### src/design/mbsl_pkg.sv
// Shared types and constants for the Modbus slave frame handler.
// No dependencies; the parser, builder, top level and checker refer to this package.
package mbsl_pkg;

	typedef struct packed {
		logic [7:0] frame_byte;
		logic       frame_last;
	} frame_item_t;

	typedef struct packed {
		logic [31:0] resp_word;
		logic [2:0]  resp_bytes;
		logic        resp_last;
	} resp_item_t;

	// configuration register indexes
	localparam logic [1:0] CFG_SLAVE_ADDRESS  = 2'd0;
	localparam logic [1:0] CFG_REGISTER_COUNT = 2'd1;
	localparam logic [1:0] CFG_TRUNC_CODE     = 2'd2;

	typedef struct packed {
		logic [7:0] slave_address;
		logic [8:0] register_count;
		logic [7:0] truncated_frame_code;
	} cfg_regs_t;

	// function codes
	localparam logic [7:0] FN_READ_INPUT  = 8'd4;
	localparam logic [7:0] FN_WRITE_SINGLE = 8'd6;
	localparam logic [7:0] FN_WRITE_MULTI = 8'd16;

	localparam logic [15:0] MAX_READ_QTY  = 16'h007D;
	localparam logic [15:0] MAX_WRITE_QTY = 16'h007B;
	localparam logic [7:0]  EXC_FLAG      = 8'h80;

	// exception codes
	localparam logic [7:0] EXC_NONE             = 8'd0;
	localparam logic [7:0] EXC_ILLEGAL_FUNCTION = 8'd1;
	localparam logic [7:0] EXC_ILLEGAL_ADDRESS  = 8'd2;
	localparam logic [7:0] EXC_ILLEGAL_VALUE    = 8'd3;

	typedef enum logic [1:0] {
		JOB_EXC,
		JOB_ECHO,
		JOB_READ
	} job_kind_t;

	// one reply to build, handed from the parser to the reply builder
	typedef struct packed {
		job_kind_t   kind;
		logic [7:0]  station;
		logic [7:0]  fn;
		logic [7:0]  code;
		logic [15:0] start;
		logic [15:0] qty;
	} job_t;

endpackage

### src/design/mbsl_ram.sv
// Generic single-write, single-read RAM with registered read data.
// No dependencies.
module mbsl_ram #(
	parameter int W     = 16,
	parameter int DEPTH = 256,
	localparam int AW   = (DEPTH > 1) ? $clog2(DEPTH) : 1
) (
	input  logic          clk,
	input  logic          we,
	input  logic [AW-1:0] waddr,
	input  logic [W-1:0]  wdata,
	input  logic          re,
	input  logic [AW-1:0] raddr,
	output logic [W-1:0]  rdata
);

	logic [W-1:0] mem [DEPTH];

	always_ff @(posedge clk) begin
		if (we) begin
			mem[waddr] <= wdata;
		end
		if (re) begin
			rdata <= mem[raddr];
		end
	end

endmodule

### src/design/mbsl_fifo.sv
// Small generic first-in first-out queue with full and empty flags.
// No dependencies.
module mbsl_fifo #(
	parameter int W     = 8,
	parameter int DEPTH = 2,
	localparam int PW   = (DEPTH > 1) ? $clog2(DEPTH) : 1
) (
	input  logic         clk,
	input  logic         arst_n,
	input  logic         push,
	input  logic [W-1:0] wdata,
	output logic         full,
	input  logic         pop,
	output logic [W-1:0] rdata,
	output logic         empty
);

	logic [W-1:0]  mem [DEPTH];
	logic [PW-1:0] wr_ptr_q;
	logic [PW-1:0] rd_ptr_q;
	logic [PW:0]   count_q;
	logic          push_ok;
	logic          pop_ok;

	assign full    = (count_q == (PW+1)'(DEPTH));
	assign empty   = (count_q == '0);
	assign push_ok = push && !full;
	assign pop_ok  = pop && !empty;
	assign rdata   = mem[rd_ptr_q];

	always_ff @(posedge clk) begin
		if (push_ok) begin
			mem[wr_ptr_q] <= wdata;
		end
	end

	always_ff @(posedge clk or negedge arst_n) begin
		if (!arst_n) begin
			wr_ptr_q <= '0;
			rd_ptr_q <= '0;
			count_q  <= '0;
		end else begin
			if (push_ok) begin
				wr_ptr_q <= (wr_ptr_q == PW'(DEPTH - 1)) ? '0 : wr_ptr_q + 1'b1;
			end
			if (pop_ok) begin
				rd_ptr_q <= (rd_ptr_q == PW'(DEPTH - 1)) ? '0 : rd_ptr_q + 1'b1;
			end
			if (push_ok && !pop_ok) begin
				count_q <= count_q + 1'b1;
			end else if (pop_ok && !push_ok) begin
				count_q <= count_q - 1'b1;
			end
		end
	end

endmodule

### src/design/mbsl_front.sv
// Request parser: takes frame bytes, applies writes to the register bank,
// clears the bank after reset and queues at most one reply job per frame. Uses mbsl_pkg.
module mbsl_front #(
	parameter int REGISTER_DEPTH = 256,
	localparam int AW = (REGISTER_DEPTH > 1) ? $clog2(REGISTER_DEPTH) : 1
) (
	input  logic                 clk,
	input  logic                 arst_n,
	input  logic                 push,
	input  mbsl_pkg::frame_item_t frame,
	output logic                 full,
	input  mbsl_pkg::cfg_regs_t  cfg,
	output logic                 job_push,
	output mbsl_pkg::job_t       job,
	input  logic                 job_full,
	input  logic                 read_done,
	output logic                 ram_we,
	output logic [AW-1:0]        ram_waddr,
	output logic [15:0]          ram_wdata
);

	localparam logic [16:0] DEPTH17 = 17'(REGISTER_DEPTH);

	logic [8:0]  pos_q;
	logic [7:0]  station_q, fn_q, hi_q, exc_q;
	logic [15:0] start_q, qty_q;
	logic        fin_q;
	logic        clr_busy_q;
	logic [AW-1:0] clr_addr_q;
	logic [1:0]  reads_out_q;

	logic [7:0]  b;
	logic        accept;
	logic [7:0]  station_n, fn_n, hi_n, exc_n;
	logic [15:0] start_n, qty_n;
	logic        fin_n;
	logic        wr_en;
	logic [15:0] wr_addr, wr_data;
	logic [8:0]  off;
	logic [7:0]  k;
	logic [15:0] multi_addr;
	logic [16:0] rc17, lim, rd_end;
	logic [17:0] expected, pos_inc;
	logic        reply;

	function automatic logic addr_ok(input logic [15:0] a, input logic [8:0] rc);
		return ({1'b0, a} < {8'b0, rc}) && ({1'b0, a} < DEPTH17);
	endfunction

	assign b      = frame.frame_byte;
	assign full   = clr_busy_q || job_full || (reads_out_q != 2'd0);
	assign accept = push && !full;

	always_comb begin
		station_n  = station_q;
		fn_n       = fn_q;
		start_n    = start_q;
		qty_n      = qty_q;
		hi_n       = hi_q;
		exc_n      = exc_q;
		fin_n      = fin_q;
		wr_en      = 1'b0;
		wr_addr    = start_q;
		wr_data    = {hi_q, b};
		off        = pos_q - 9'd7;
		k          = off[8:1];
		multi_addr = start_q + {8'b0, k};
		if (pos_q == 9'd0) begin
			station_n = b;
		end else if (pos_q == 9'd1) begin
			fn_n = b;
			if (station_q == cfg.slave_address && b != mbsl_pkg::FN_READ_INPUT &&
			    b != mbsl_pkg::FN_WRITE_SINGLE && b != mbsl_pkg::FN_WRITE_MULTI) begin
				exc_n = mbsl_pkg::EXC_ILLEGAL_FUNCTION;
			end
		end else if (station_q == cfg.slave_address && exc_q == mbsl_pkg::EXC_NONE &&
		             !fin_q) begin
			if (pos_q == 9'd2 || pos_q == 9'd3) begin
				start_n = {start_q[7:0], b};
			end else if (pos_q == 9'd4 || pos_q == 9'd5) begin
				qty_n = {qty_q[7:0], b};
				if (pos_q == 9'd5 && fn_q == mbsl_pkg::FN_READ_INPUT) begin
					if (qty_n == 16'd0 || qty_n > mbsl_pkg::MAX_READ_QTY) begin
						exc_n = mbsl_pkg::EXC_ILLEGAL_VALUE;
					end else begin
						fin_n = 1'b1;
					end
				end else if (pos_q == 9'd5 && fn_q == mbsl_pkg::FN_WRITE_SINGLE) begin
					if (addr_ok(start_q, cfg.register_count)) begin
						wr_en   = 1'b1;
						wr_addr = start_q;
						wr_data = qty_n;
						fin_n   = 1'b1;
					end else begin
						exc_n = mbsl_pkg::EXC_ILLEGAL_ADDRESS;
					end
				end
			end else if (fn_q == mbsl_pkg::FN_WRITE_MULTI && pos_q == 9'd6) begin
				if (qty_q == 16'd0 || qty_q > mbsl_pkg::MAX_WRITE_QTY ||
				    {9'b0, b} != {qty_q, 1'b0}) begin
					exc_n = mbsl_pkg::EXC_ILLEGAL_VALUE;
				end
			end else if (fn_q == mbsl_pkg::FN_WRITE_MULTI && pos_q >= 9'd7) begin
				if (!off[0]) begin
					hi_n = b;
				end else if (addr_ok(multi_addr, cfg.register_count)) begin
					wr_en   = 1'b1;
					wr_addr = multi_addr;
					wr_data = {hi_q, b};
					if ({8'b0, k} + 16'd1 == qty_q) begin
						fin_n = 1'b1;
					end
				end else begin
					exc_n = mbsl_pkg::EXC_ILLEGAL_ADDRESS;
				end
			end
		end
	end

	// reply decision on the final byte
	always_comb begin
		rc17     = {8'b0, cfg.register_count};
		lim      = (rc17 < DEPTH17) ? rc17 : DEPTH17;
		rd_end   = {1'b0, start_n} + {1'b0, qty_n};
		expected = (fn_n == mbsl_pkg::FN_WRITE_MULTI) ? 18'd7 + {1'b0, qty_n, 1'b0} : 18'd6;
		pos_inc  = {9'b0, pos_q} + 18'd1;
		job.kind    = mbsl_pkg::JOB_EXC;
		job.station = station_n;
		job.fn      = fn_n;
		job.code    = exc_n;
		job.start   = start_n;
		job.qty     = qty_n;
		reply       = 1'b0;
		if (pos_q != 9'd0 && station_n == cfg.slave_address) begin
			if (exc_n != mbsl_pkg::EXC_NONE) begin
				reply = 1'b1;
			end else if (!fin_n) begin
				reply    = 1'b1;
				job.code = cfg.truncated_frame_code;
			end else if (fn_n == mbsl_pkg::FN_READ_INPUT && rd_end > lim) begin
				reply    = 1'b1;
				job.code = mbsl_pkg::EXC_ILLEGAL_ADDRESS;
			end else if (pos_inc == expected) begin
				reply    = 1'b1;
				job.kind = (fn_n == mbsl_pkg::FN_READ_INPUT) ? mbsl_pkg::JOB_READ :
				                                              mbsl_pkg::JOB_ECHO;
			end
		end
	end

	assign job_push  = accept && frame.frame_last && reply;
	assign ram_we    = clr_busy_q || (accept && wr_en);
	assign ram_waddr = clr_busy_q ? clr_addr_q : wr_addr[AW-1:0];
	assign ram_wdata = clr_busy_q ? 16'd0 : wr_data;

	always_ff @(posedge clk or negedge arst_n) begin
		if (!arst_n) begin
			pos_q       <= '0;
			station_q   <= '0;
			fn_q        <= '0;
			start_q     <= '0;
			qty_q       <= '0;
			hi_q        <= '0;
			exc_q       <= '0;
			fin_q       <= 1'b0;
			clr_busy_q  <= 1'b1;
			clr_addr_q  <= '0;
			reads_out_q <= '0;
		end else begin
			if (clr_busy_q) begin
				if (clr_addr_q == AW'(REGISTER_DEPTH - 1)) begin
					clr_busy_q <= 1'b0;
				end else begin
					clr_addr_q <= clr_addr_q + 1'b1;
				end
			end
			if (job_push && job.kind == mbsl_pkg::JOB_READ && !read_done) begin
				reads_out_q <= reads_out_q + 1'b1;
			end else if (read_done && !(job_push && job.kind == mbsl_pkg::JOB_READ)) begin
				reads_out_q <= reads_out_q - 1'b1;
			end
			if (accept) begin
				if (frame.frame_last) begin
					pos_q     <= '0;
					station_q <= '0;
					fn_q      <= '0;
					start_q   <= '0;
					qty_q     <= '0;
					hi_q      <= '0;
					exc_q     <= '0;
					fin_q     <= 1'b0;
				end else begin
					pos_q     <= (pos_q == 9'd511) ? pos_q : pos_q + 9'd1;
					station_q <= station_n;
					fn_q      <= fn_n;
					start_q   <= start_n;
					qty_q     <= qty_n;
					hi_q      <= hi_n;
					exc_q     <= exc_n;
					fin_q     <= fin_n;
				end
			end
		end
	end

endmodule

### src/design/mbsl_back.sv
// Reply builder: turns one job into response bytes, fetches register data
// from the bank and packs bytes four to a result item, the last one of a reply possibly short. Uses mbsl_pkg.
module mbsl_back #(
	parameter int REGISTER_DEPTH = 256,
	localparam int AW = (REGISTER_DEPTH > 1) ? $clog2(REGISTER_DEPTH) : 1
) (
	input  logic                 clk,
	input  logic                 arst_n,
	input  logic                 job_empty,
	input  mbsl_pkg::job_t       job,
	output logic                 job_pop,
	output logic                 read_done,
	output logic                 ram_re,
	output logic [AW-1:0]        ram_raddr,
	input  logic [15:0]          ram_rdata,
	output logic                 out_push,
	output mbsl_pkg::resp_item_t out_item,
	input  logic                 out_full
);

	typedef enum logic [1:0] {
		ST_IDLE,
		ST_RUN,
		ST_FETCH
	} state_t;

	state_t         state_q;
	mbsl_pkg::job_t job_q;
	logic [7:0]     j_q, n_q;
	logic [31:0]    acc_q;
	logic [1:0]     cnt_q;
	logic [15:0]    data_q;
	logic           have_q;

	logic [7:0]  jm3;
	logic [7:0]  byte_v;
	logic [7:0]  n_new;
	logic        need_fetch;
	logic        feed;
	logic        final_byte;
	logic [31:0] word_n;
	logic [15:0] rd_addr;

	assign jm3        = j_q - 8'd3;
	assign need_fetch = job_q.kind == mbsl_pkg::JOB_READ && j_q >= 8'd3 && !jm3[0] && !have_q;
	assign feed       = state_q == ST_RUN && !need_fetch && !out_full;
	assign final_byte = j_q == n_q - 8'd1;
	assign rd_addr    = job_q.start + {9'b0, jm3[7:1]};

	assign job_pop   = state_q == ST_IDLE && !job_empty;
	assign ram_re    = state_q == ST_RUN && need_fetch;
	assign ram_raddr = rd_addr[AW-1:0];
	assign read_done = feed && final_byte && job_q.kind == mbsl_pkg::JOB_READ;

	always_comb begin
		case (job.kind)
			mbsl_pkg::JOB_EXC:  n_new = 8'd3;
			mbsl_pkg::JOB_ECHO: n_new = 8'd6;
			default:            n_new = {job.qty[6:0], 1'b0} + 8'd3;
		endcase
	end

	always_comb begin
		case (job_q.kind)
			mbsl_pkg::JOB_EXC: begin
				case (j_q)
					8'd0:    byte_v = job_q.station;
					8'd1:    byte_v = job_q.fn | mbsl_pkg::EXC_FLAG;
					default: byte_v = job_q.code;
				endcase
			end
			mbsl_pkg::JOB_ECHO: begin
				case (j_q)
					8'd0:    byte_v = job_q.station;
					8'd1:    byte_v = job_q.fn;
					8'd2:    byte_v = job_q.start[15:8];
					8'd3:    byte_v = job_q.start[7:0];
					8'd4:    byte_v = job_q.qty[15:8];
					default: byte_v = job_q.qty[7:0];
				endcase
			end
			default: begin
				case (j_q)
					8'd0:    byte_v = job_q.station;
					8'd1:    byte_v = job_q.fn;
					8'd2:    byte_v = {job_q.qty[6:0], 1'b0};
					default: byte_v = jm3[0] ? data_q[7:0] : data_q[15:8];
				endcase
			end
		endcase
	end

	always_comb begin
		word_n = acc_q;
		case (cnt_q)
			2'd0:    word_n[31:24] = byte_v;
			2'd1:    word_n[23:16] = byte_v;
			2'd2:    word_n[15:8]  = byte_v;
			default: word_n[7:0]   = byte_v;
		endcase
		out_push            = feed && (cnt_q == 2'd3 || final_byte);
		out_item.resp_word  = word_n;
		out_item.resp_bytes = {1'b0, cnt_q} + 3'd1;
		out_item.resp_last  = final_byte;
	end

	always_ff @(posedge clk or negedge arst_n) begin
		if (!arst_n) begin
			state_q <= ST_IDLE;
			job_q   <= '0;
			j_q     <= '0;
			n_q     <= '0;
			acc_q   <= '0;
			cnt_q   <= '0;
			data_q  <= '0;
			have_q  <= 1'b0;
		end else begin
			case (state_q)
				ST_IDLE: begin
					if (!job_empty) begin
						job_q   <= job;
						n_q     <= n_new;
						j_q     <= '0;
						acc_q   <= '0;
						cnt_q   <= '0;
						have_q  <= 1'b0;
						state_q <= ST_RUN;
					end
				end
				ST_RUN: begin
					if (need_fetch) begin
						state_q <= ST_FETCH;
					end else if (feed) begin
						j_q <= j_q + 8'd1;
						if (job_q.kind == mbsl_pkg::JOB_READ && j_q >= 8'd3 && jm3[0]) begin
							have_q <= 1'b0;
						end
						if (out_push) begin
							acc_q <= '0;
							cnt_q <= '0;
						end else begin
							acc_q <= word_n;
							cnt_q <= cnt_q + 2'd1;
						end
						if (final_byte) begin
							state_q <= ST_IDLE;
						end
					end
				end
				ST_FETCH: begin
					data_q  <= ram_rdata;
					have_q  <= 1'b1;
					state_q <= ST_RUN;
				end
				default: begin
					state_q <= ST_IDLE;
				end
			endcase
		end
	end

endmodule

### src/design/modbus_slave_frame_handler_unit.sv
// Top level of the Modbus slave frame handler: config registers, parser,
// job queue, reply builder, register bank and result queue. Uses mbsl_pkg.
//
//  channel   handshake              payload
//  frame     push / full            frame_byte, frame_last
//  resp      empty / pop            resp_word, resp_bytes, resp_last
//  cfg       cfg_valid / cfg_ready  cfg_index, cfg_data
//
// The parser takes a frame byte whenever push is high and full is low. At the final
// byte a reply job is queued; the builder puts out one byte per cycle while the result
// queue has room and no fetch is under way: each register of a read reply first passes
// through a request in the run state and a fetch in the fetch state. After reset the
// bank is cleared one entry a cycle, with full high until the clear is done. full also
// stays high while a register read reply is pending, and while the job queue is full;
// a stalled result queue stalls the builder, and through the job queue also the parser.
module modbus_slave_frame_handler_unit #(
	parameter int REGISTER_DEPTH = 256
) (
	input  logic                 clk,
	input  logic                 arst_n,
	input  logic                 push,
	input  mbsl_pkg::frame_item_t frame,
	output logic                 full,
	output logic                 empty,
	input  logic                 pop,
	output mbsl_pkg::resp_item_t resp,
	input  logic                 cfg_valid,
	output logic                 cfg_ready,
	input  logic [1:0]           cfg_index,
	input  logic [8:0]           cfg_data
);

	localparam int AW = (REGISTER_DEPTH > 1) ? $clog2(REGISTER_DEPTH) : 1;

	mbsl_pkg::cfg_regs_t  cfg_q;
	mbsl_pkg::job_t       job_in, job_out;
	mbsl_pkg::resp_item_t out_item;
	logic                 job_push, job_full, job_pop, job_empty;
	logic                 read_done;
	logic                 out_push, out_full;
	logic                 ram_we, ram_re;
	logic [AW-1:0]        ram_waddr, ram_raddr;
	logic [15:0]          ram_wdata, ram_rdata;

	assign cfg_ready = 1'b1;

	always_ff @(posedge clk or negedge arst_n) begin
		if (!arst_n) begin
			cfg_q.slave_address        <= 8'd1;
			cfg_q.register_count       <= 9'd256;
			cfg_q.truncated_frame_code <= 8'd4;
		end else if (cfg_valid && cfg_ready) begin
			case (cfg_index)
				mbsl_pkg::CFG_SLAVE_ADDRESS:  cfg_q.slave_address        <= cfg_data[7:0];
				mbsl_pkg::CFG_REGISTER_COUNT: cfg_q.register_count       <= cfg_data;
				mbsl_pkg::CFG_TRUNC_CODE:     cfg_q.truncated_frame_code <= cfg_data[7:0];
				default: ;
			endcase
		end
	end

	mbsl_front #(.REGISTER_DEPTH(REGISTER_DEPTH)) u_front (
		.clk       (clk),
		.arst_n    (arst_n),
		.push      (push),
		.frame     (frame),
		.full      (full),
		.cfg       (cfg_q),
		.job_push  (job_push),
		.job       (job_in),
		.job_full  (job_full),
		.read_done (read_done),
		.ram_we    (ram_we),
		.ram_waddr (ram_waddr),
		.ram_wdata (ram_wdata)
	);

	mbsl_fifo #(.W($bits(mbsl_pkg::job_t)), .DEPTH(2)) u_job_fifo (
		.clk    (clk),
		.arst_n (arst_n),
		.push   (job_push),
		.wdata  (job_in),
		.full   (job_full),
		.pop    (job_pop),
		.rdata  (job_out),
		.empty  (job_empty)
	);

	mbsl_ram #(.W(16), .DEPTH(REGISTER_DEPTH)) u_bank (
		.clk   (clk),
		.we    (ram_we),
		.waddr (ram_waddr),
		.wdata (ram_wdata),
		.re    (ram_re),
		.raddr (ram_raddr),
		.rdata (ram_rdata)
	);

	mbsl_back #(.REGISTER_DEPTH(REGISTER_DEPTH)) u_back (
		.clk       (clk),
		.arst_n    (arst_n),
		.job_empty (job_empty),
		.job       (job_out),
		.job_pop   (job_pop),
		.read_done (read_done),
		.ram_re    (ram_re),
		.ram_raddr (ram_raddr),
		.ram_rdata (ram_rdata),
		.out_push  (out_push),
		.out_item  (out_item),
		.out_full  (out_full)
	);

	mbsl_fifo #(.W($bits(mbsl_pkg::resp_item_t)), .DEPTH(2)) u_out_fifo (
		.clk    (clk),
		.arst_n (arst_n),
		.push   (out_push),
		.wdata  (out_item),
		.full   (out_full),
		.pop    (pop),
		.rdata  (resp),
		.empty  (empty)
	);

endmodule

### config.mk
export PLATFORM = sky130hd
export DESIGN_NAME = modbus_slave_frame_handler_unit
export DESIGN_NICKNAME = d
export VERILOG_FILES = /design/src/design/mbsl_pkg.sv /design/src/design/mbsl_ram.sv /design/src/design/mbsl_fifo.sv /design/src/design/mbsl_front.sv /design/src/design/mbsl_back.sv /design/src/design/modbus_slave_frame_handler_unit.sv
export SDC_FILE = /design/constraint.sdc
export NUM_CORES = 2
export LEC_CHECK = 0
export BUFFER_PORTS_ARGS = -buffer_cell sky130_fd_sc_hd__buf_2
export CELL_PAD_IN_SITES_DETAIL_PLACEMENT = 0
export CELL_PAD_IN_SITES_GLOBAL_PLACEMENT = 1
export CORE_UTILIZATION = 45
export DETAILED_ROUTE_END_ITERATION = 7
export PLACE_DENSITY = 0.67
export SYNTH_ARGS = -nofsm -noshare
export SYNTH_HDL_FRONTEND = slang
export SYNTH_MEMORY_MAX_BITS = 65536
export SYNTH_SLANG_ARGS = --single-unit
### constraint.sdc
create_clock -name clk -period 40.9 [get_ports clk]
set_input_delay 4.09 -clock clk [delete_from_list [all_inputs] [get_ports clk]]
set_output_delay 4.09 -clock clk [all_outputs]
set_load 0.1 [all_outputs]
---- Yosys cells after proc, flatten, opt, wreduce, memory -nomap -nowiden ----
Memories as Yosys holds them, arrays and structs flattened. A register that Yosys moved wholly into a read port is not among the register bits.
Cells that the tools add are included.
storage, ports and cells
  register bits after elaboration ......... 245
  bits in latches ......................... 0
  RAM bits ................................ 4284
  memory bits (read-only) ................. 0
  bits of input ports ..................... 25
  output and inout port bits .............. 39
  word-level logic and storage cells ...... 379
  memories kept ........................... 3
memories
  name            words  width  read ports  clocked after Yosys merged registers in  wr ports  RTL line         RTL
  u_bank.mem      256    16     1           1                                        1         mbsl_ram.sv:17   logic [W-1:0] mem [DEPTH];
  u_job_fifo.mem  2      58     1           0                                        1         mbsl_fifo.sv:18  logic [W-1:0] mem [DEPTH];
  u_out_fifo.mem  2      36     1           0                                        1         mbsl_fifo.sv:18
cells by class
  add/subtract/negate cells ............... 25
  multiply operators ...................... 0
  divide/modulo/power cells ............... 0
  order comparisons ....................... 10
  equality and inequality tests ........... 52
  shifts and indexed selects .............. 0
  muxes and demuxes ....................... 158
  bitwise logic cells ..................... 2
  reduce and logical (&&, ||, !) cells .... 96
operator list
  kind                                                                              count
  8-bit two-way mux                                                                 52
  16-bit two-way mux                                                                20
  32-bit two-way mux                                                                4
  32-bit one-hot mux with 2 select lines                                            1
  8-bit one-hot mux with 2 select lines                                             4
  1-bit two-way mux                                                                 48
  2-bit two-way mux                                                                 20
  8-bit one-hot mux with 5 select lines                                             1
  1-bit logical AND                                                                 39
  8-bit by 3-bit equality test with 1-bit output, second input constant             4
  16-bit by 7-bit greater-than comparator with 1-bit output, second input constant  2
  16-bit logical NOT                                                                2
  16-bit by 9-bit less-than comparator with 1-bit output                            2
  16-bit by 9-bit less-than comparator with 1-bit output, second input constant     2
  9-bit by 3-bit equality test with 1-bit output, second input constant             3
  9-bit two-way mux                                                                 3
  8-bit equality test                                                               3
  8-bit one-hot mux with 3 select lines                                             1
  2-bit != test, second input constant                                              10
  3-bit by 17-bit adder with 18-bit output, first input constant                    1
  18-bit equality test                                                              1
  9-bit by 2-bit equality test with 1-bit output, second input constant             2
  18-bit two-way mux                                                                1
  16-bit by 16-bit adder with 17-bit output                                         1
  other kinds (51)                                                                  116

---- Longest topological paths before layout ----
  word-level depth ........................ 22
  depth in mapped cells ................... 31
  depth with buffers taken out ............ 30

---- Modules after synthesis ----
A second synthesis with hierarchy kept.
second synthesis, totals
  cells, all modules ...................... 9495
  area, all modules ....................... 182266.1 um2
by module, submodules not included
  module                           times used  cells each  area an instance (um2)  sequential area each (um2)
  mbsl_ram                         1           7360        158874.9                123478.4
  mbsl_front                       1           987         8280.4                  2128.3
  mbsl_back                        1           762         6775.2                  3178.0
  mbsl_fifo at u_job_fifo          1           200         4428.0                  3583.4
  mbsl_fifo at u_out_fifo          1           131         2944.1                  2262.2
  modbus_slave_frame_handler_unit  1           55          963.4                   629.4

---- Least setup slack after synthesis ----
Ideal clock, no wire load.
  kind .................................... register to register
  from .................................... reg cfg_q[16] (netlist bit)
  to ...................................... mem u_bank.mem[0][10] (data pin)
  setup time .............................. 2.099 ns
  arrival time ............................ 11.843 ns
  required time ........................... 38.801 ns
  setup slack ............................. 26.958 ns
  cell stages (with the launch flop) ...... 11
  buffers on the path ..................... 0
  period minus slack after synthesis ...... 13.942 ns
  cell sequence ........................... dfstp_2 > clkinv_1 > ha_1 > nor2_1 > nand3_1 > a2111oi_2 > o2bb2ai_1 > nand3_1 > nor3_4 > nor2_1 > nor3_1
on the way
  cells in the longest elaborated chain, start to end .. 11
ends and longest elaborated chain
  what                                                    RTL line                               RTL
  start: declaration                                      modbus_slave_frame_handler_unit.sv:35  mbsl_pkg::cfg_regs_t cfg_q;
  16-bit by 9-bit less-than comparator with 1-bit output  mbsl_front.sv:47                       return ({1'b0, a} < {8'b0, rc}) && ({1'b0, a} < DEPTH17);
  1-bit logical AND                                       mbsl_front.sv:47
  16-bit two-way mux                                      mbsl_front.sv:89                       if (addr_ok(start_q, cfg.register_count)) begin
  16-bit two-way mux                                      mbsl_front.sv:88                       end else if (pos_q == 9'd5 && fn_q == mbsl_pkg::FN_WRITE_SINGLE) begin
  16-bit two-way mux                                      mbsl_front.sv:82                       if (pos_q == 9'd5 && fn_q == mbsl_pkg::FN_READ_INPUT) begin
  16-bit two-way mux                                      mbsl_front.sv:80                       end else if (pos_q == 9'd4 || pos_q == 9'd5) begin
  16-bit two-way mux                                      mbsl_front.sv:78                       if (pos_q == 9'd2 || pos_q == 9'd3) begin
  16-bit two-way mux                                      mbsl_front.sv:76                       end else if (station_q == cfg.slave_address && exc_q == mbsl_pkg::EXC_NONE &&
  16-bit two-way mux                                      mbsl_front.sv:70                       end else if (pos_q == 9'd1) begin
  16-bit two-way mux                                      mbsl_front.sv:68                       if (pos_q == 9'd0) begin
  16-bit two-way mux                                      mbsl_front.sv:154                      assign ram_wdata = clr_busy_q ? 16'd0 : wr_data;
  net ram_wdata[10]                                       modbus_slave_frame_handler_unit.sv:43  logic [15:0] ram_wdata, ram_rdata;
  end: declaration                                        mbsl_ram.sv:17
The timed path passes the listed nets, and every way through them passes these cells.

---- Final worst setup path ----
  from .................................... reg u_front.pos_q[0]
  to ...................................... mem u_bank.mem[436][9] (netlist: u_bank.mem[109][9]) (enable)
on the way
  cells in the longest elaborated chain, start to end .. 17
  elaborated cells between the ends (all ways) .. 44
  classes of those cells .................. 2 x add/sub; 3 x order compare; 6 x eq/ne; 23 x mux; 10 x reduce/logical
ends and longest elaborated chain
  what                                                    RTL line           RTL
  start: declaration                                      mbsl_front.sv:24   logic [8:0] pos_q;
  start signal: assignment                                mbsl_front.sv:193  pos_q <= (pos_q == 9'd511) ? pos_q : pos_q + 9'd1;
  9-bit by 3-bit subtractor with 9-bit output             mbsl_front.sv:65   off = pos_q - 9'd7;
  16-bit by 8-bit adder with 16-bit output                mbsl_front.sv:67   multi_addr = start_q + {8'b0, k};
  16-bit by 9-bit less-than comparator with 1-bit output  mbsl_front.sv:47
  1-bit logical AND                                       mbsl_front.sv:47
  1-bit two-way mux                                       mbsl_front.sv:106  end else if (addr_ok(multi_addr, cfg.register_count)) begin
  1-bit two-way mux                                       mbsl_front.sv:104  if (!off[0]) begin
  1-bit two-way mux                                       mbsl_front.sv:103  end else if (fn_q == mbsl_pkg::FN_WRITE_MULTI && pos_q >= 9'd7) begin
  1-bit two-way mux                                       mbsl_front.sv:98   end else if (fn_q == mbsl_pkg::FN_WRITE_MULTI && pos_q == 9'd6) begin
  1-bit two-way mux                                       mbsl_front.sv:80
  1-bit two-way mux                                       mbsl_front.sv:78
  1-bit two-way mux                                       mbsl_front.sv:76
  1-bit two-way mux                                       mbsl_front.sv:70
  1-bit two-way mux                                       mbsl_front.sv:68
  1-bit logical AND                                       mbsl_front.sv:152  assign ram_we = clr_busy_q || (accept && wr_en);
  1-bit logical OR                                        mbsl_front.sv:152
  1-bit two-way mux                                       mbsl_ram.sv:20     if (we) begin
  1-bit two-way mux (not written as such)                 mbsl_ram.sv:21     mem[waddr] <= wdata;
Parallel ways exist; a longest one is shown, timed or not.

==> flow_summary.rst <==
.. list-table::
   :header-rows: 1

   * - Metric
     - Value
   * - Outcome
     - completed
   * - CTS Hold Bufs
     - 0
   * - Number of flops mapped to enable cells by yosys
     - 4300
   * - Fill count
     - 30.9k
   * - Startpoint of the most critical hold path
     - u_front.reads_out_q[1]$_DFFE_PN0P_
   * - Root Driver
     - sky130_fd_sc_hd__clkbuf_16
   * - CTS clock-pin slew for the worst setup and hold paths
     - roughly 70 ps
   * - Relative slew slack
     - 0.0746
   * - Dominant cells by area after synthesis
     - sky130_fd_sc_hd__edfxtp_1 72%, sky130_fd_sc_hd__mux4_2 16%, sky130_fd_sc_hd__dfrtp_1 3.3%, sky130_fd_sc_hd__mux2i_1 0.89%, sky130_fd_sc_hd__nor2_1 0.73%
   * - Latest clock arrival within the worst-skew pair
     - 990 ps
   * - Cell type with the largest total area after synthesis
     - sky130_fd_sc_hd__edfxtp_1
   * - Startpoint of the worst setup timing path
     - u_front.pos_q[0]$_DFFE_PN0P_
   * - Avg Synthesized Cell Area
     - 21.5 um2
   * - Post-Synthesis Cell Area
     - 180000 um2
   * - Number of synthesized register bits
     - 4545
   * - Sum of overflow across all layers after global routing
     - 0
   * - Setup bufs post-CTS
     - 0
   * - Layer with the highest usage after global routing
     - met2
   * - Max-slew violation count
     - 0
   * - Remaining antenna violation count
     - 0
   * - Largest net degree at the start of global routing
     - 209
   * - Crit path required time
     - between 40000 and 50000 ps
   * - Synthesized net count
     - 8483
   * - Buffers plus inverters on the worst setup path
     - 3
   * - Startpoint of the lowest-slack register-to-register path
     - u_front.pos_q[0]$_DFFE_PN0P_
   * - Num rows
     - 231
   * - Core ar.
     - 397000 um2
   * - Primary flip-flop cell chosen by synthesis mapping
     - sky130_fd_sc_hd__edfxtp_1
   * - Layout overhead on the synthesized area
     - 13.1%
   * - Final GP Congestion
     - 0.827
   * - Number of cells produced by synthesis
     - 8376
   * - CTS Buf Count
     - 457
   * - Maximum cell stage delay along the critical path
     - 980 ps
   * - Initial DRT Pass Iterations
     - 6
   * - Arrival time at the worst endpoint
     - 9620 ps
   * - Buffer levels on the longest clock path
     - 4
   * - Worst clock skew on the final layout
     - 60.2 ps
   * - Capturing element type of the critical path
     - flip-flop
   * - Cell with the largest stage delay on the worst path
     - sky130_fd_sc_hd__nor2_1
   * - Sum of negative setup slack
     - 0 ps
   * - CTS tree
     - built
   * - Cell chain of the critical path
     - ha_1 > a2111oi_0 > xnor2_1 > inv_1 > ha_1 > and3_1 > a221oi_1 > a21oi_1 > xnor2_1 > ha_1 > a221o_1 > a21oi_1 > o211ai_1 > a2111o_1 > nor4b_2 > buf_4 > mux2i_1 > o21a_1 > nand4b_1 > nor2_1 > buf_4
   * - Most repeated library cell on the critical path
     - sky130_fd_sc_hd__ha_1
   * - Via density per instance
     - 6.08
   * - Final Net Count
     - between 8k and 9k
   * - Multi-input combinational cell area
     - 43100 um2
   * - Number of global-route vias before repair
     - 89.0k
   * - Actual slew at the worst max-slew pin
     - 1380 ps
   * - Ratio of cells with drive above 1 in the final layout
     - 0.294
   * - Synthesis warning total
     - 0
   * - Starting density of the core
     - 0.453
   * - Final instance area
     - around 200000 um2
   * - Largest delay share family, worst path
     - compound AO/OA/AOI/OAI gates
   * - WL per Instance
     - 31.8 um
   * - Global Route met1 Usage
     - 0.324
   * - IO Port Bufs
     - 62
   * - CP startpoint kind
     - flip-flop
   * - Fraction of post-synthesis cell area in the top cell type by area
     - 0.717
   * - # Max-Cap Violations
     - 0
   * - Cell area power density
     - roughly 85 nW/um2
   * - Total track usage
     - 0.228
   * - Wire length of the first global-routing pass
     - 659 mm
   * - Post-layout minimum cycle time
     - 8970 ps
   * - Violation count after the first detailed-route iteration
     - 10.4k
   * - Met3 usage
     - 0.0396
   * - Unrepaired setup endpoints after global routing
     - false
   * - GR met2 Demand/Resource
     - 0.368
   * - DRC viols
     - 0
   * - Crit Path Max Fanout
     - 16
   * - Total die area
     - 403000 um2
   * - Area taken by flip-flops and latches
     - 135000 um2
   * - Horizontal die dimension
     - 635 um
   * - Final setup violating endpoints
     - 0
   * - Share of the clock period used by the worst path after layout
     - 0.219
   * - Count of different cell masters after synthesis
     - 93
   * - H-Tree Level Count
     - 5
   * - Critical path type
     - flip-flop to flip-flop
   * - Static leakage
     - 70.8 nW
   * - Die Y
     - 635 um
   * - Via total after detailed routing
     - about 88k
   * - Post-CTS resize count
     - 0
   * - Number of antenna violations at the first check in global routing
     - 20
   * - Detailed Place HPWL
     - 268 mm
   * - Share of synthesized area occupied by flip-flops and latches
     - 0.751
   * - Sum of routed wire length over all layers
     - 461 mm
   * - Number of clock sinks seen by CTS
     - 4545
   * - Worst min path class
     - flip-flop to flip-flop
   * - Hold violation total from the final report
     - 0
   * - Post-synth ARST share
     - 0.0539
   * - Number of placed I/O pins
     - 64
   * - Max IR drop VDD
     - 0.000165 V
   * - Area after DPL
     - around 190000 um2
   * - Fmax achieved
     - 112 MHz
worst register-to-register path: stages (launching register included):
cell	delay, ps
sky130_fd_sc_hd__dfrtp_1	500
sky130_fd_sc_hd__ha_1	400
sky130_fd_sc_hd__a2111oi_0	540
sky130_fd_sc_hd__xnor2_1	300
sky130_fd_sc_hd__inv_1	170
sky130_fd_sc_hd__ha_1	360
sky130_fd_sc_hd__and3_1	160
sky130_fd_sc_hd__a221oi_1	500
sky130_fd_sc_hd__a21oi_1	210
sky130_fd_sc_hd__xnor2_1	410
sky130_fd_sc_hd__ha_1	330
sky130_fd_sc_hd__a221o_1	310
sky130_fd_sc_hd__a21oi_1	140
sky130_fd_sc_hd__o211ai_1	110
sky130_fd_sc_hd__a2111o_1	420
sky130_fd_sc_hd__nor4b_2	270
sky130_fd_sc_hd__buf_4	240
sky130_fd_sc_hd__mux2i_1	410
sky130_fd_sc_hd__o21a_1	610
sky130_fd_sc_hd__nand4b_1	900
sky130_fd_sc_hd__nor2_1	980
sky130_fd_sc_hd__buf_4	360
synthesized netlist by cell type, types with 79 or more instances:
cell / count
sky130_fd_sc_hd__edfxtp_1: 4300
sky130_fd_sc_hd__mux4_2: 1296
sky130_fd_sc_hd__nor2_1: 352
sky130_fd_sc_hd__clkbuf_1: 343
sky130_fd_sc_hd__dfrtp_1: 241
sky130_fd_sc_hd__nand2_1: 195
sky130_fd_sc_hd__mux2i_1: 161
sky130_fd_sc_hd__o21ai_0: 133
sky130_fd_sc_hd__a21oi_1: 132
sky130_fd_sc_hd__buf_1: 112
sky130_fd_sc_hd__mux2_2: 112
sky130_fd_sc_hd__nor2b_1: 90
sky130_fd_sc_hd__ha_1: 79
worst paths after layout:
path	end	slack (ps)	cells after the start
min in group asynchronous	u_back.acc_q[29]$_DFFE_PN0P_	3140	1
worst max-delay path	u_bank.mem[109][9]$_DFFE_PP_	31930	21
max in group asynchronous	u_front.qty_q[13]$_DFFE_PN0P_	35200	3
worst max register to register	u_bank.mem[109][9]$_DFFE_PP_	31930	21
worst min register to register	u_front.reads_out_q[1]$_DFFE_PN0P_	480	1
worst min-delay path	u_front.reads_out_q[1]$_DFFE_PN0P_	480	1
through the flow:
stage                     setup WS, ps  power (mW)  hold slack (ps)   util  cells
after floorplan                  26960        10.6              437      -   8376
after global placement           30980        13.4              459  0.476  13620
after detailed placement         31050        13.4              463  0.476  13620
after CTS                        31390        17.5              477  0.513  14473
after global routing             31520        17.9              488  0.513  14477
final                            31930        17.3              479  0.513  14482
layer usage:
layer  vias to the layer above  part of all wire
met2                      3619              0.48
met1                     47622              0.41
met5                         -          0.000089
met3                       669             0.078
li1                      36109                 -
met4                         6             0.026
registers in the layout, summed over array words and instances (netlist names), 8 cells and up:
register            flops
cfg_q                  25
u_back.acc_q           32
u_back.data_q          16
u_back.j_q              8
u_back.job_q           58
u_back.n_q              8
u_bank.mem           4096
u_bank.rdata           16
u_front.clr_addr_q      8
u_front.exc_q           8
u_front.fn_q            8
u_front.hi_q            8
u_front.pos_q           9
u_front.qty_q          16
u_front.start_q        16
u_front.station_q       8
u_job_fifo.mem        116
u_out_fifo.mem         72
layout by cell type, fill, tap and decap left out, types with 63 or more instances in the layout:
| cell | instances |
|---|---|
| sky130_fd_sc_hd__a21oi_1 | 132 |
| sky130_fd_sc_hd__clkinv_2 | 97 |
| sky130_fd_sc_hd__o21ai_0 | 133 |
| sky130_fd_sc_hd__clkbuf_16 | 467 |
| sky130_fd_sc_hd__mux4_2 | 1296 |
| sky130_fd_sc_hd__mux2i_1 | 161 |
| sky130_fd_sc_hd__nor2_2 | 88 |
| sky130_fd_sc_hd__buf_4 | 406 |
| sky130_fd_sc_hd__a22o_1 | 63 |
| sky130_fd_sc_hd__ha_1 | 78 |
| sky130_fd_sc_hd__nor2_1 | 275 |
| sky130_fd_sc_hd__nand2_1 | 194 |
| sky130_fd_sc_hd__dfrtp_1 | 240 |
| sky130_fd_sc_hd__clkbuf_1 | 87 |
| sky130_fd_sc_hd__a211oi_1 | 72 |
| sky130_fd_sc_hd__nor2b_1 | 81 |
| sky130_fd_sc_hd__mux2_2 | 112 |
| sky130_fd_sc_hd__edfxtp_1 | 4300 |
| sky130_fd_sc_hd__clkinv_1 | 96 |
where the power goes:
group          switching (mW)  internal (mW)
Sequential             0.0261           5.13
Combinational            4.81           3.23
Clock                    1.76           2.36
Total                    6.60           10.7
cell type report:
class / count / area share
antenna: 7 / 0.0000860
clock buffer: 567 / 0.0598
clock inverter: 286 / 0.0129
inverter: 62 / 0.00115
multi-input combinational: 3287 / 0.212
sequential: 4545 / 0.664
tap: 5242 / 0.0322
timing repair buffer: 486 / 0.0183
cell families after synthesis:
kind of cell | synth area share
other | 0.0000208
AO/OA/AOI/OAI | 0.0231
buffers and inverters | 0.0118
XOR/XNOR | 0.00564
multiplexers | 0.178
AND/OR/NAND/NOR | 0.0245
flip-flops | 0.751
adder cells (fa/ha/maj) | 0.00582
(Power assumes the default switching activity.)
